File: config.mk
export PLATFORM = sky130hd
export DESIGN_NAME = export_stream_frame_parser
export DESIGN_NICKNAME = d
export VERILOG_FILES = /design/src/rtl/esfp_pkg.sv /design/src/rtl/esfp_parser.sv /design/src/rtl/esfp_out_reg.sv /design/src/rtl/export_stream_frame_parser.sv
export SDC_FILE = /design/constraint.sdc
export NUM_CORES = 1
export LEC_CHECK = 0
export ABC_AREA = 1
export BUFFER_PORTS_ARGS = -buffer_cell sky130_fd_sc_hd__buf_2
export CORE_ASPECT_RATIO = 1.4
export CORE_MARGIN = 2
export CORE_UTILIZATION = 45
export DETAILED_ROUTE_END_ITERATION = 10
export PLACE_DENSITY = 0.66
export SKIP_LAST_GASP = 1
export SYNTH_ARGS = -nofsm -noshare
export SYNTH_HDL_FRONTEND = slang
export SYNTH_HIERARCHICAL = 1
export SYNTH_SLANG_ARGS = --single-unit
File: constraint.sdc
create_clock -name clk -period 11.9 [get_ports clk]
set_input_delay 2.38 -clock clk [delete_from_list [all_inputs] [get_ports clk]]
set_output_delay 2.38 -clock clk [all_outputs]
set_load 0.005 [all_outputs]
File: src/rtl/esfp_pkg.sv
// Shared types and constants of the export stream frame parser.
// No dependencies.
package esfp_pkg;

  localparam int CFG_INDEX_W = 1;

  localparam logic [CFG_INDEX_W-1:0] CFG_HEADER_LIMIT = 1'd0;
  localparam logic [CFG_INDEX_W-1:0] CFG_DATA_LIMIT   = 1'd1;

  localparam logic [15:0] HEADER_LIMIT_RESET = 16'd500;
  localparam logic [15:0] DATA_LIMIT_RESET   = 16'd200;

  localparam logic [7:0]  SYNC_BYTE   = 8'h55;
  localparam logic [2:0]  SYNC_RUN_LEN = 3'd4;
  localparam logic [15:0] END_ADDRESS = 16'h5555;
  localparam logic [15:0] WORD_STEP   = 16'd2;

  typedef enum logic [1:0] {
    EV_WRITE = 2'd0,
    EV_START = 2'd1,
    EV_ABORT = 2'd2
  } event_kind_t;

  typedef struct packed {
    event_kind_t kind;
    logic [15:0] addr;
    logic [15:0] data;
  } out_item_t;

  typedef struct packed {
    logic      emit;
    out_item_t item;
  } step_result_t;

endpackage

File: src/rtl/esfp_parser.sv
// Frame parser state machine: holds the parse state and works out the result
// of the byte in the input register. Depends on esfp_pkg.
module esfp_parser (
  input  logic                  clk,
  input  logic                  rst,
  input  logic                  step,
  input  logic [7:0]            rx_byte,
  input  logic [15:0]           header_limit,
  input  logic [15:0]           data_limit,
  output esfp_pkg::step_result_t result
);

  typedef enum logic [2:0] {
    PH_IDLE   = 3'd0,
    PH_ADDR_L = 3'd1,
    PH_ADDR_H = 3'd2,
    PH_CNT_L  = 3'd3,
    PH_CNT_H  = 3'd4,
    PH_DATA_L = 3'd5,
    PH_DATA_H = 3'd6
  } phase_t;

  phase_t      phase, phase_next;
  logic [15:0] cur_address, cur_address_next;
  logic [15:0] bytes_left, bytes_left_next;
  logic [7:0]  data_low_byte, data_low_byte_next;
  logic [2:0]  sync_run, sync_run_next;

  always_comb begin
    phase_next         = phase;
    cur_address_next   = cur_address;
    bytes_left_next    = bytes_left;
    data_low_byte_next = data_low_byte;
    sync_run_next      = sync_run;
    result.emit        = 1'b0;
    result.item.kind   = esfp_pkg::EV_WRITE;
    result.item.addr   = 16'd0;
    result.item.data   = 16'd0;

    case (phase)
      PH_ADDR_L: begin
        cur_address_next = {8'd0, rx_byte};
        phase_next       = PH_ADDR_H;
      end
      PH_ADDR_H: begin
        cur_address_next = {rx_byte, cur_address[7:0]};
        phase_next = (cur_address_next == esfp_pkg::END_ADDRESS) ? PH_IDLE : PH_CNT_L;
      end
      PH_CNT_L: begin
        bytes_left_next = {8'd0, rx_byte};
        phase_next      = PH_CNT_H;
      end
      PH_CNT_H: begin
        bytes_left_next = {rx_byte, bytes_left[7:0]};
        if (bytes_left_next != 16'd0 && bytes_left_next < header_limit) begin
          phase_next = PH_DATA_L;
        end else begin
          phase_next       = PH_IDLE;
          bytes_left_next  = 16'd0;
          sync_run_next    = 3'd0;
          result.emit      = 1'b1;
          result.item.kind = esfp_pkg::EV_ABORT;
        end
      end
      PH_DATA_L: begin
        if (bytes_left > data_limit) begin
          phase_next       = PH_IDLE;
          bytes_left_next  = 16'd0;
          sync_run_next    = 3'd0;
          result.emit      = 1'b1;
          result.item.kind = esfp_pkg::EV_ABORT;
        end else begin
          data_low_byte_next = rx_byte;
          bytes_left_next    = bytes_left - 16'd1;
          phase_next         = PH_DATA_H;
        end
      end
      PH_DATA_H: begin
        bytes_left_next  = bytes_left - 16'd1;
        result.emit      = 1'b1;
        result.item.kind = esfp_pkg::EV_WRITE;
        result.item.addr = cur_address;
        result.item.data = {rx_byte, data_low_byte};
        cur_address_next = cur_address + esfp_pkg::WORD_STEP;
        phase_next = (bytes_left_next == 16'd0) ? PH_ADDR_L : PH_DATA_L;
      end
      default: begin
        phase_next = PH_IDLE;
      end
    endcase

    // a byte that lands in idle also counts toward the sync run
    if (phase_next == PH_IDLE) begin
      sync_run_next = (rx_byte == esfp_pkg::SYNC_BYTE) ? sync_run_next + 3'd1 : 3'd0;
      if (sync_run_next == esfp_pkg::SYNC_RUN_LEN) begin
        phase_next       = PH_ADDR_L;
        sync_run_next    = 3'd0;
        result.emit      = 1'b1;
        result.item.kind = esfp_pkg::EV_START;
        result.item.addr = 16'd0;
        result.item.data = 16'd0;
      end
    end
  end

  always_ff @(posedge clk) begin
    if (rst) begin
      phase         <= PH_IDLE;
      cur_address   <= 16'd0;
      bytes_left    <= 16'd0;
      data_low_byte <= 8'd0;
      sync_run      <= 3'd0;
    end else if (step) begin
      phase         <= phase_next;
      cur_address   <= cur_address_next;
      bytes_left    <= bytes_left_next;
      data_low_byte <= data_low_byte_next;
      sync_run      <= sync_run_next;
    end
  end

endmodule

File: src/rtl/esfp_out_reg.sv
// Result register of the frame parser with a valid/ready output side.
// Depends on esfp_pkg.
module esfp_out_reg (
  input  logic                clk,
  input  logic                rst,
  input  logic                load,
  input  esfp_pkg::out_item_t load_item,
  output logic                free,
  output logic                out_valid,
  input  logic                out_ready,
  output esfp_pkg::out_item_t item
);

  // free: the register can take a new result at this edge
  assign free = !out_valid || out_ready;

  always_ff @(posedge clk) begin
    if (rst) begin
      out_valid <= 1'b0;
    end else if (load) begin
      out_valid <= 1'b1;
    end else if (out_ready) begin
      out_valid <= 1'b0;
    end
  end

  always_ff @(posedge clk) begin
    if (load) begin
      item <= load_item;
    end
  end

endmodule

File: src/rtl/export_stream_frame_parser.sv
// Export stream frame parser, top level: input register, limit registers,
// parser and result register. Depends on esfp_pkg, esfp_parser, esfp_out_reg.
//
// Input channel in_valid/in_ready carries one received byte (rx_byte) per
// transaction. The output channel out_valid/out_ready carries at most one
// event per byte: a data write (address and word), a frame start after four
// 0x55 bytes in a row, or an abort on a bad byte count. Bytes that cause no
// event produce no output transaction.
// Path: a taken byte sits in the input register, and the parser step then
// loads its event into the result register, which shows it on out_valid.
// Throughput: one byte per cycle while no event meets a full result register,
// set by the combinational parser step between input and result registers.
// When the receiver stalls, the result register holds its event; the input
// register still takes one more byte, and bytes that cause no event keep
// flowing. Only a byte whose event would land on a full result register waits.
// Limit registers are written through cfg_we/cfg_index/cfg_data; the user
// must do so only while idle, as the block does not enforce it.
// Reset (rst, synchronous) empties both registers, puts the parser in idle
// with a clear sync run, and sets the limits to 500 and 200.
module export_stream_frame_parser (
  input  logic                             clk,
  input  logic                             rst,
  input  logic                             cfg_we,
  input  logic [esfp_pkg::CFG_INDEX_W-1:0] cfg_index,
  input  logic [15:0]                      cfg_data,
  input  logic                             in_valid,
  output logic                             in_ready,
  input  logic [7:0]                       rx_byte,
  output logic                             out_valid,
  input  logic                             out_ready,
  output logic [1:0]                       event_kind,
  output logic [15:0]                      write_address,
  output logic [15:0]                      write_data
);

  logic [15:0] header_limit;
  logic [15:0] data_limit;

  logic        held_valid;
  logic [7:0]  held_byte;
  logic        advance;
  logic        free;

  esfp_pkg::step_result_t result;
  esfp_pkg::out_item_t    out_item;

  always_ff @(posedge clk) begin
    if (rst) begin
      header_limit <= esfp_pkg::HEADER_LIMIT_RESET;
      data_limit   <= esfp_pkg::DATA_LIMIT_RESET;
    end else if (cfg_we) begin
      case (cfg_index)
        esfp_pkg::CFG_HEADER_LIMIT: header_limit <= cfg_data;
        esfp_pkg::CFG_DATA_LIMIT:   data_limit   <= cfg_data;
        default: ;
      endcase
    end
  end

  // the held byte moves on unless its event meets a full result register
  assign advance  = held_valid && (!result.emit || free);
  assign in_ready = !held_valid || advance;

  always_ff @(posedge clk) begin
    if (rst) begin
      held_valid <= 1'b0;
    end else if (in_valid && in_ready) begin
      held_valid <= 1'b1;
    end else if (advance) begin
      held_valid <= 1'b0;
    end
  end

  always_ff @(posedge clk) begin
    if (in_valid && in_ready) begin
      held_byte <= rx_byte;
    end
  end

  esfp_parser u_parser (
    .clk          (clk),
    .rst          (rst),
    .step         (advance),
    .rx_byte      (held_byte),
    .header_limit (header_limit),
    .data_limit   (data_limit),
    .result       (result)
  );

  esfp_out_reg u_out (
    .clk       (clk),
    .rst       (rst),
    .load      (advance && result.emit),
    .load_item (result.item),
    .free      (free),
    .out_valid (out_valid),
    .out_ready (out_ready),
    .item      (out_item)
  );

  assign event_kind    = out_item.kind;
  assign write_address = out_item.addr;
  assign write_data    = out_item.data;

endmodule

# After elaboration in Yosys (flattened, before gate mapping)
# Cells that the tools add are included.
# totals
register_bits	122
input_bits	30
out_inout_bits	36
wordCells	85
# op_classes
n_addsub	3
magnitude_cmp	2
n_eq_ne	10
muxes	27
bitwise_logic	3
n_reduce_logical	25
# ops
operator	count
$mux 35	2
$pmux 16 s4	1
$pmux 16 s3	1
$mux 3	12
$mux 16	2
$mux 32	1
$pmux 3 s6	1
$add 16x2->16 const B	1
$eq 16x15->1 const B	1
$gt 16x16->1	1
$logic_not 16->1	1
$lt 16x16->1	1
$reduce_bool 16->1	1
$sub 16x1->16 const B	1
$eq 3x3->1 const B	4
$pmux 3 s3	1
$reduce_and 3->1	3
$eq 8x7->1 const B	1
$reduce_and 2->1	4
$eq 3x2->1 const B	2
$pmux 3 s2	1
$reduce_bool 2->1	3
$logic_and 1x1->1	4
$mux 1	4
10 further kinds	16

# Logic depth before layout (Yosys ltp)
# depth
word_depth	15
ltp_mapped	28
depth_no_buf	28

# By module
# Netlist, hierarchy kept.
# by_module_without_submodules
module	instances	cells_each	area_per_inst_um2	seq_area_each_um2
esfp_parser	1	624	3940.0	920.9
export_stream_frame_parser	1	181	1574.0	900.9
esfp_out_reg	1	39	1063.5	1041.0

# Worst setup path before layout
# Ideal clock, no wire load.
# synth_timing
path_kind	input to output
start	input port out_ready
end	output port in_ready
arrival_ns	2.632
required_time_ns	9.520
setup_slack_ns	6.888
stages	4
path_buffers	0
cell_sequence	inv_1 nand2_2 inv_1 nand3_1
# synth_via
elab_chain_len	4
# synth_rtl
element	line_no	source
start, declared	export_stream_frame_parser.sv:30	input logic out_ready,
$logic_or 1x1->1	esfp_out_reg.sv:15	assign free = !out_valid || out_ready;
named net free	export_stream_frame_parser.sv:42	logic free;
$logic_or 1x1->1	export_stream_frame_parser.sv:61	assign advance = held_valid && (!result.emit || free);
$logic_and 1x1->1	export_stream_frame_parser.sv:61	
$logic_or 1x1->1	export_stream_frame_parser.sv:62	assign in_ready = !held_valid || advance;
end, declared	export_stream_frame_parser.sv:27	output logic in_ready,
# The timed path passes the listed nets, and every way through them passes these cells.

==> run_results.csv <==
group,metric,value,unit
final_layout,nNetsFinal,973,
die,core,14380,µm²
pwr,p_leak,3.369,nW
sta,tightestPinTransition,821.4,ps
route,routed_wl,15830,µm
setup_path,arrival,3590,ps
sta,fin_crit,5972,ps
pwr,peakVddDrop,80.28,µV
clocking,cts_hold_buf,0,
die,io_pins,66,
pwr,cellPowerDensity,144.5,nW/µm²
logic_synthesis,async_flop_share,0,%
clocking,cts_root_buf,"clkbuf_16",
setup_path,rrSetupSlack,7540,ps
final_layout,utilization,52.99,%
global_routing,grt_max_degree,38,
setup_path,critPathCaptureType,"output pin",
route,drt-vias-per-instance,5.162,
hold_path,hold_start,"header_limit[5]",
sta,setup_viol,0,
route,drtPass1Iterations,7,
die,die_area,15610,µm²
placed_design,dp_hpwl,11620,µm
logic_synthesis,yosysUniqueCellTypes,49,
clocking,clkSinkCount,122,
sta,fin_skew,6.748,ps
logic_synthesis,synth-edff-count,42,
logic_synthesis,ys_seq_area_share,43.52,%
final_layout,diodes,0,
logic_synthesis,syn_inst,844,
setup_path,crit_path_end,"in_ready",
route,detail_route.wl_per_cell,14.26,µm
clocking,cts_tree,"yes",
global_routing,grt_overflow,0,
setup_path,cp_max_fo,6,
placed_design,place.gp.congestion,0.8399,
die,die_w,106.2,µm
final_layout,synthToLayoutAreaGrowth,15.85,%
final_layout,stdcell_area,7620,µm²
logic_synthesis,netlist_area,6578,µm²
route,drt-initial-drc-count,304,
setup_path,crit_path_start,"held_byte[7]",
clocking,h-tree-depth,4,
global_routing,antenna_found_initial,0,
setup_path,rr_worst_depth,21,
die,rows,52,
global_routing,grt_usage,21.43,%
setup_path,r2r-start,"held_byte[7]",
clocking,cts_resized,0,
logic_synthesis,yosysWarnings,6,
sta,drv_slew,0,
setup_path,required,9520,ps
clocking,clk_latency,420,ps
final_layout,drive_above_1_share,16.61,%
clocking,cts.clk_slew.worst_paths,60,ps
setup_path,r2r_end,"u_parser/cur_address[6]",
clocking,post-cts-setup-buffer-count,0,
sta,grt_setup_unrepaired,"false",
clocking,clockBufferDepth,2,
global_routing,grt_pass1_wl,26370,µm
route,vias,5730,
logic_synthesis,synth.net_count,909,
die,fp.dieH,147.1,µm
global_routing,grt_pass1_vias,5391,
sta,clock.fmax,167.4,MHz
sta,post-route-period-util,50.19,%
logic_synthesis,synth_area_per_cell,7.793,µm²
hold_path,hp-class,"register to register",
clocking,cts_made_buffers,17,
setup_path,startpoint_type,"register",
die,start_util,45.74,%
sta,final_hold_viol_count,0,
logic_synthesis,synth_flop_cell,"dfxtp_1",
sta,worst_slack,5928,ps
placed_design,place_area,7019,µm²
placed_design,post-place-ws,6394,ps
route,postRouteAntennaNets,0,
sta,fin_setup_tns,0,ps
job,cap_violations,0,
route,drc,0,
outcome,outcome,"finished clean",
placed_design,io_buffers,65,
sta,slew-limit-headroom,45.18,%
setup_path,criticalPathCategory,"register to output pin",
logic_synthesis,synth_seq_cells,122,
[through the flow]
| step | cells | total power [mW] | hold WS (ps) |
|---|---|---|---|
| after detailed placement | 1078 | 0.5855 | 446.7 |
| final | 1110 | 1.101 | 457.9 |
| after floorplan | 844 | 0.5524 | 428.9 |
| after global routing | 1110 | 1.151 | 484.8 |
| after CTS | 1110 | 1.107 | 460.5 |
| after global placement | 1078 | 0.5845 | 442.7 |
[sequential cells by signal, indices dropped and copies added (netlist names), 3 cells and up]
name,count
u_parser/cur_address,16
u_parser/phase,3
u_out/item,34
u_parser/data_low_byte,8
data_limit,16
held_byte,8
u_parser/bytes_left,16
header_limit,16
u_parser/sync_run,3
[cells in the final DEF (no fill, tap or decap), types with 3 or more instances in the layout]
master / Yosys / routed
nand2_1: 163 / 163
nor2_1: 117 / 117
inv_1: 104 / 104
dfxtp_1: 80 / 80
buf_2: 2 / 65
a21oi_1: 62 / 62
nand3_1: 56 / 56
o21ai_0: 44 / 44
edfxtp_1: 42 / 42
ha_1: 35 / 35
clkbuf_16: 0 / 17
inv_2: 14 / 14
nor2_2: 10 / 10
nor3_1: 10 / 10
a221oi_1: 10 / 10
inv_6: 1 / 8
nand4_1: 8 / 8
o22ai_1: 7 / 7
xor2_1: 6 / 6
nor2_4: 5 / 5
nand3_2: 5 / 5
o21ai_1: 4 / 4
nand2_4: 3 / 3
clkinvlp_4: 0 / 3
nand2_2: 3 / 3
a21oi_2: 3 / 3
nand3b_1: 3 / 3
nor4_1: 3 / 3
nor3_2: 3 / 3
[cell usage after synthesis, types with 6 or more instances]
cell type	number	share of area, %
nand4_1	8	0.76
nand2_1	163	9.3
o22ai_1	7	0.67
edfxtp_1	42	19
xor2_1	6	0.80
ha_1	35	6.7
nor2_2	10	0.95
nor2_1	117	6.7
dfxtp_1	80	24
a221oi_1	10	1.3
inv_1	104	5.9
o21ai_0	44	3.3
inv_2	14	0.80
nor3_1	10	0.76
clkbuf_1	12	0.68
a21oi_1	62	4.7
nand3_1	56	4.3
[logic make-up (layout without fill, tap and decap cells)]
family / after synthesis / in the layout / share of synthesized area (%)
AOI/OAI and AO/OA: 143 / 143 / 12.33
xor gates and xnor gates: 8 / 8 / 1.065
adders and majority gates: 35 / 35 / 6.658
buffers and inverters: 142 / 219 / 8.978
DFF: 122 / 122 / 43.52
and+or+nand+nor: 394 / 394 / 27.45
[metal layers]
layer  vias up  wire length [µm]  GRT usage, %
li1       2916                 -             -
met1      2623              6474         24.71
met2       153              8184         38.27
met3        38               652         3.505
met4         0               519         10.13
met5         -                 0             0
[where the power goes]
group	internal, mW	total [mW]	switching [mW]
Clock	0.316	0.524	0.208
Combinational	0.0413	0.119	0.0779
Sequential	0.445	0.458	0.0133
Total	0.802	1.10	0.299
[layout make-up]
cell class | instances | area [µm²]
Fill cell | 1429 | 6759
Clock buffer | 17 | 425.4
Tap cell | 189 | 236.5
Sequential cell | 122 | 2863
Clock inverter | 15 | 175.2
Timing Repair Buffer | 67 | 340.3
Inverter | 120 | 455.4
Multi-Input combinational cell | 580 | 3124
[how the worst min path moves through the flow]
stage                                     end  slack [ps]  cells past startpoint
floorplan                     header_limit[2]         430                      2
global placement    u_parser/data_low_byte[4]         440                      2
detailed placement            header_limit[5]         450                      2
CTS                           header_limit[5]         460                      2
global route        u_parser/data_low_byte[6]         480                      2
finish                        header_limit[5]         460                      2
[worst max-delay path, cell delays in order (launching register included)]
cell and delay [ps]:
edfxtp_1 510, ha_1 360, nand2_1 80, nor4_1 400
nand2_1 160, nand2_1 80, nand2_1 150, nand3_1 160
inv_1 60, ha_1 270, nand2_1 60, nand2_1 170
nor2_1 70, nand2_1 90, nand4_1 190, nand3_1 210
buf_2 150
(Power assumes the default switching activity.)
